$ cat config.mk
export PLATFORM = sky130hd
export DESIGN_NAME = hfm_ctrl
export DESIGN_NICKNAME = d
export VERILOG_FILES = /design/src/design/hfm_pkg.sv /design/src/design/hfm_ctrl.sv
export SDC_FILE = /design/constraint.sdc
export NUM_CORES = 1
export LEC_CHECK = 0
export BUFFER_PORTS_ARGS = -buffer_cell sky130_fd_sc_hd__buf_4
export CAP_MARGIN = 20
export CORE_AREA = 2 2 39 41
export CTS_BUF_LIST = sky130_fd_sc_hd__clkbuf_8 sky130_fd_sc_hd__clkbuf_16
export CTS_CLUSTER_SIZE = 14
export DETAILED_ROUTE_END_ITERATION = 10
export DIE_AREA = 0 0 41 43
export PLACE_DENSITY = 0.44
export SLEW_MARGIN = 40
export SYNTH_ARGS = -nofsm -noshare
export SYNTH_HDL_FRONTEND = slang
export SYNTH_SLANG_ARGS = --single-unit
export TNS_END_PERCENT = 10
$ cat constraint.sdc
create_clock -name clock -period 1.21 [get_ports clock]
set_clock_uncertainty 0.1 [all_clocks]
set_input_delay 0.1815 -clock clock [delete_from_list [all_inputs] [get_ports clock]]
set_output_delay 0.1815 -clock clock [all_outputs]
set_load 0.01 [all_outputs]
$ cat src/design/hfm_pkg.sv
// Shared types, constants and functions of the hopping FM waveform generator.
package hfm_pkg;
   localparam logic [31:0] LFSR_SEED = 32'hDEAD0012;
   localparam logic [31:0] LFSR_UNLOCK = 32'h00001337;
   localparam logic [31:0] TONE_BASE = 32'd150000;
   localparam logic [31:0] PHASE_STEP = 32'h01000000;
   localparam logic [31:0] QUARTER_TURN = 32'h40000000;
   localparam logic [31:0] CHIRP_STEP_INT = 32'd167772;
   localparam logic [31:0] CHIRP_STEP_FRAC = 32'd164;

   localparam logic [3:0] MODE_FSK = 4'd0;
   localparam logic [3:0] MODE_TONE = 4'd1;
   localparam logic [3:0] MODE_SWEEP = 4'd2;
   localparam logic [3:0] MODE_RANDOM = 4'd3;
   localparam logic [3:0] MODE_SINE = 4'd4;
   localparam logic [3:0] MODE_SQUARE = 4'd5;
   localparam logic [3:0] MODE_SAW = 4'd6;
   localparam logic [3:0] MODE_TRIANGLE = 4'd7;
   localparam logic [3:0] MODE_CHIRP = 4'd8;
   localparam logic [3:0] MODE_GAUSSIAN = 4'd9;
   localparam logic [3:0] MODE_CONSTANT = 4'd10;

   localparam logic [1:0] CSR_RUN = 2'd0;
   localparam logic [1:0] CSR_MODE = 2'd1;
   localparam logic [1:0] CSR_PERIOD = 2'd2;

   typedef struct packed {
      logic restart;
      logic load;
      logic tick_rd;
      logic search;
      logic hop;
      logic finish;
   } cmd_type;

   typedef struct packed {
      logic dwell_zero;
      logic found;
      logic pass_done;
   } status_type;

   function automatic logic [6:0] quarter_sine(input logic [6:0] r);
      logic [6:0] v;
      case (r)
         7'd0: v = 0; 7'd1: v = 3; 7'd2: v = 6; 7'd3: v = 9; 7'd4: v = 12; 7'd5: v = 16;
         7'd6: v = 19; 7'd7: v = 22; 7'd8: v = 25; 7'd9: v = 28; 7'd10: v = 31;
         7'd11: v = 34; 7'd12: v = 37; 7'd13: v = 40; 7'd14: v = 43; 7'd15: v = 46;
         7'd16: v = 49; 7'd17: v = 51; 7'd18: v = 54; 7'd19: v = 57; 7'd20: v = 60;
         7'd21: v = 63; 7'd22: v = 65; 7'd23: v = 68; 7'd24: v = 71; 7'd25: v = 73;
         7'd26: v = 76; 7'd27: v = 78; 7'd28: v = 81; 7'd29: v = 83; 7'd30: v = 85;
         7'd31: v = 88; 7'd32: v = 90; 7'd33: v = 92; 7'd34: v = 94; 7'd35: v = 96;
         7'd36: v = 98; 7'd37: v = 100; 7'd38: v = 102; 7'd39: v = 104; 7'd40: v = 106;
         7'd41: v = 107; 7'd42: v = 109; 7'd43: v = 111; 7'd44: v = 112; 7'd45: v = 113;
         7'd46: v = 115; 7'd47: v = 116; 7'd48: v = 117; 7'd49: v = 118; 7'd50: v = 120;
         7'd51: v = 121; 7'd52: v = 122; 7'd53: v = 122; 7'd54: v = 123; 7'd55: v = 124;
         7'd56: v = 125; 7'd57: v = 125; 7'd58: v = 126; 7'd59: v = 126; 7'd60: v = 126;
         7'd61: v = 127; 7'd62: v = 127; 7'd63: v = 127;
         default: v = 127;
      endcase
      return v;
   endfunction

   function automatic logic [7:0] sine_lookup(input logic [7:0] idx);
      logic [6:0] r;
      logic [6:0] m;
      r = {1'b0, idx[5:0]};
      m = idx[6] ? quarter_sine(7'd64 - r) : quarter_sine(r);
      return idx[7] ? 8'(8'd0 - {1'b0, m}) : {1'b0, m};
   endfunction
endpackage

$ cat src/design/hfm_ctrl.sv
// Controller that sequences load, hop search and sample steps for each item.
module hfm_ctrl import hfm_pkg::*; (
   input  logic clock,
   input  logic reset,
   input  logic req_valid,
   output logic req_stall,
   input  logic req_type,
   input  logic run_enable,
   input  logic run_rise,
   input  logic rsp_busy,
   input  status_type status,
   output cmd_type cmd
);
   localparam logic [2:0] ST_IDLE = 3'd0;
   localparam logic [2:0] ST_READ = 3'd1;
   localparam logic [2:0] ST_SEARCH = 3'd2;
   localparam logic [2:0] ST_HOP = 3'd3;
   localparam logic [2:0] ST_FINISH = 3'd4;

   logic [2:0] state_ff, state_in;
   logic take;

   assign req_stall = (state_ff != ST_IDLE) || rsp_busy;
   assign take = req_valid && !req_stall;

   always_comb begin
      state_in = state_ff;
      cmd = '0;
      cmd.restart = run_rise;
      case (state_ff)
         ST_IDLE: begin
            if (take && !req_type) begin
               cmd.load = 1'b1;
            end else if (take && run_enable) begin
               cmd.tick_rd = 1'b1;
               state_in = ST_READ;
            end
         end
         ST_READ: begin
            state_in = status.dwell_zero ? ST_SEARCH : ST_FINISH;
         end
         ST_SEARCH: begin
            cmd.search = 1'b1;
            if (status.found) begin
               state_in = ST_HOP;
            end else if (status.pass_done) begin
               state_in = ST_FINISH;
            end
         end
         ST_HOP: begin
            cmd.hop = 1'b1;
            state_in = ST_FINISH;
         end
         ST_FINISH: begin
            cmd.finish = 1'b1;
            state_in = ST_IDLE;
         end
         default: state_in = ST_IDLE;
      endcase
   end

   always_ff @(posedge clock) begin
      if (reset) begin
         state_ff <= ST_IDLE;
      end else begin
         state_ff <= state_in;
      end
   end
endmodule

==> impl_metrics.yaml <==
critical_path:
  reg2reg_from: "state_ff[0]"
  crit_chain: "nor3_4, and4bb_1, buf_4"
  cp.depth: 3
  slowest_delay_ps: 360
  worstSetupEndpointType: "primary output"
  cp_max_fo: 6
  crit_path_start_kind: "register"
  crit_family: "simple AND/OR/NAND/NOR gates"
  cp_data_arrival_time_ps: 1060
  r2r_slack_ps: 160
  reg2reg_to: "state_ff[1]"
  crit_buf_inv: 1
  r2r_cells: 3
  path_class: "reg -> out"
  crit_slowest_cell: "dfxtp_4"
  required_ps: 930
finish:
  final_area_sq_um: 405
  syn2layout_area_growth_pct: 92.9
  layout.nets: 53
  top_register: "state_ff"
  antenna_cells: 0
  layout.cells.non_filler: 58
  largest_reg_flops: 3
  drive_above_1_share_pct: 61.9
  fillers: 158
  reg.largest.list: "state_ff x3"
run:
  maxCapViolCount: 0
detailed_routing:
  num_vias: 231
  finalWirelength_um: 540
  vias_per_cell: 3.98
  drc: 0
  first_pass_iters: 2
  drt-wirelength-per-cell_um: 9.31
  drtAntennaViolNets: 0
  dr.first_iter.drc_count: 3
cts:
  cts_sinks: 3
  cts_max_level: 1
  cts_tree: "done"
  cts_buffers: 3
  post_cts_buffers: 0
  ctsLongestPathBuffers: 2
  clk_pin_slew_ps: 30
  insertion_delay_ps: 210
  cts_root_buf: "clkbuf_8"
global_route:
  antenna_found_initial: 0
  grt_pass1_wl_um: 862
  grt_max_degree: 8
  overflow: 0
  grt_usage_pct: 8.03
  grt_pass1_vias: 241
sta:
  hold-worst-slack_ps: 153
  max_freq_mhz: 747
  report.final.setup_viol: 5
  setup_slack_ps: -128
  max_slew_margin_pct: 82.8
  fin_crit_ps: 1340
  tightest_slew_ps: 256
  rsz0062_at_grt: "yes"
  timing.final.crit_share_pct: 111
  slew_violations: 0
  hold_viol: 0
synthesis:
  synth.avg_cell_area_sq_um: 8.41
  synth_seq_cells: 3
  yosysWarnings: 0
  syn_nets: 35
  ys_types: 18
  synth-seq-area-share_pct: 28.6
  synth_area_sq_um: 210
  syn_inst: 25
placed_design:
  dp_cells: 54
  io_buffers: 14
  place.gp.congestion: 0.709
  post-dp-hpwl_um: 413
  placement.cell_area_sq_um: 333
power:
  finalPower_uw: 429
  powerDensity_nw_per_um2: 1060
  peakVddDrop_mv: 0.286
  p_leak_uw: 0.000195
floorplan:
  ioPinCount: 17
  die_area_sq_um: 1760
  die_width_um: 41
  rows: 14
  dieHeight_um: 43
  core_area_sq_um: 1380
  start_util_pct: 15.2
hold_path:
  hold_path_end: "state_ff[2]"
  whs_path_depth: 3
  min_from: "status[2]"
  hp-class: "in -> reg"
outcome:
  violations: "setup timing"
  status: "complete, but fails checks"
[synth_stat cells]
master,number,share of area (%)
a31o_1,1,4.2
buf_4,1,3.6
nor4_1,1,3.0
and3b_2,2,9.5
dfxtp_1,3,29
nor3b_1,2,7.1
nand2b_1,1,3.0
a21oi_1,1,2.4
nor2_2,1,3.0
nand2_1,2,3.6
nor3_1,1,2.4
and4bb_1,1,6.0
inv_1,1,1.8
buf_2,2,4.8
nand4b_1,1,4.2
and4b_1,1,4.8
nand3b_1,1,3.6
o21ai_0,2,4.8
[per-stage QoR]
stage | util [%] | setup WS, ps | TNS, ps
6_report | 29.3 | -128 | -302
4_1_cts | 28.1 | -144 | -379
2_1_floorplan | - | 58.0 | 0
5_1_grt | 29.3 | -177 | -492
3_5_place_dp | 24.1 | 24.9 | 0
3_3_place_gp | 24.1 | 19.4 | 0
[cells in the final DEF (no fill, tap or decap), drive strengths merged]
master	synthesis	routed
buf	3	16
clkbuf	0	3
dfxtp	3	3
nor3b	2	2
and3b	2	2
nand2	2	2
o21ai	2	2
inv	1	2
nor3	1	1
nand2b	1	1
nand4b	1	1
nor4	1	1
and4bb	1	1
nor2	1	1
a21oi	1	1
and4b	1	1
a31o	1	1
nand3b	1	1
[tightest hold or removal path: stages]
cell	delay, ps
buf_4	80
nand3b_1	90
o21ai_0	70
[routing by layer]
| layer | routed length (um) | global-route usage [%] |
|---|---|---|
| met5 | 0 | 0 |
| met4 | 10 | 10.0 |
| met3 | 12 | 3.14 |
| met2 | 306 | 11.3 |
| met1 | 212 | 7.40 |
[area by class of cell]
| cell class | count | area, sq um | share of cell area, % |
|---|---|---|---|
| timing repair buffer | 16 | 128 | 31.5 |
| inverter | 1 | 3.75 | 0.926 |
| multi-input combinational | 18 | 140 | 34.6 |
| clock inverter | 1 | 3.75 | 0.926 |
| tap | 16 | 20.0 | 4.94 |
| clock buffer | 3 | 41.3 | 10.2 |
| sequential | 3 | 68.8 | 17.0 |
[how the worst max path moves through the flow]
stage	startpoint	end	slack (ps)
floorplan	state_ff[1]	cmd[4]	60
global placement	state_ff[2]	cmd[4]	20
detailed placement	state_ff[2]	cmd[4]	20
CTS	state_ff[0]	cmd[4]	-140
global route	state_ff[2]	cmd[4]	-180
finish	state_ff[2]	cmd[4]	-130
[cells by family after synthesis]
| kind of cell | Yosys count | share of synthesized area, % |
|---|---|---|
| AND/OR/NAND/NOR | 14 | 50.0 |
| AO/OA/AOI/OAI | 4 | 11.3 |
| buffers and inverters | 4 | 10.1 |
| flip-flops | 3 | 28.6 |
[power breakdown]
part           leakage, uW  total [uW]  switching [uW]  internal [uW]
clock            0.0000269         278            62.8            216
combinational     0.000142        50.7            17.4           33.3
sequential       0.0000263         100            2.77           97.2
[timing repair]
item	4_1_cts	5_1_grt
hold buffers	0	0
gates resized for setup	5	4
pin swaps	1	1
setup endpoints to repair	6	6
No activity file was read; power rests on OpenSTA's default activity.
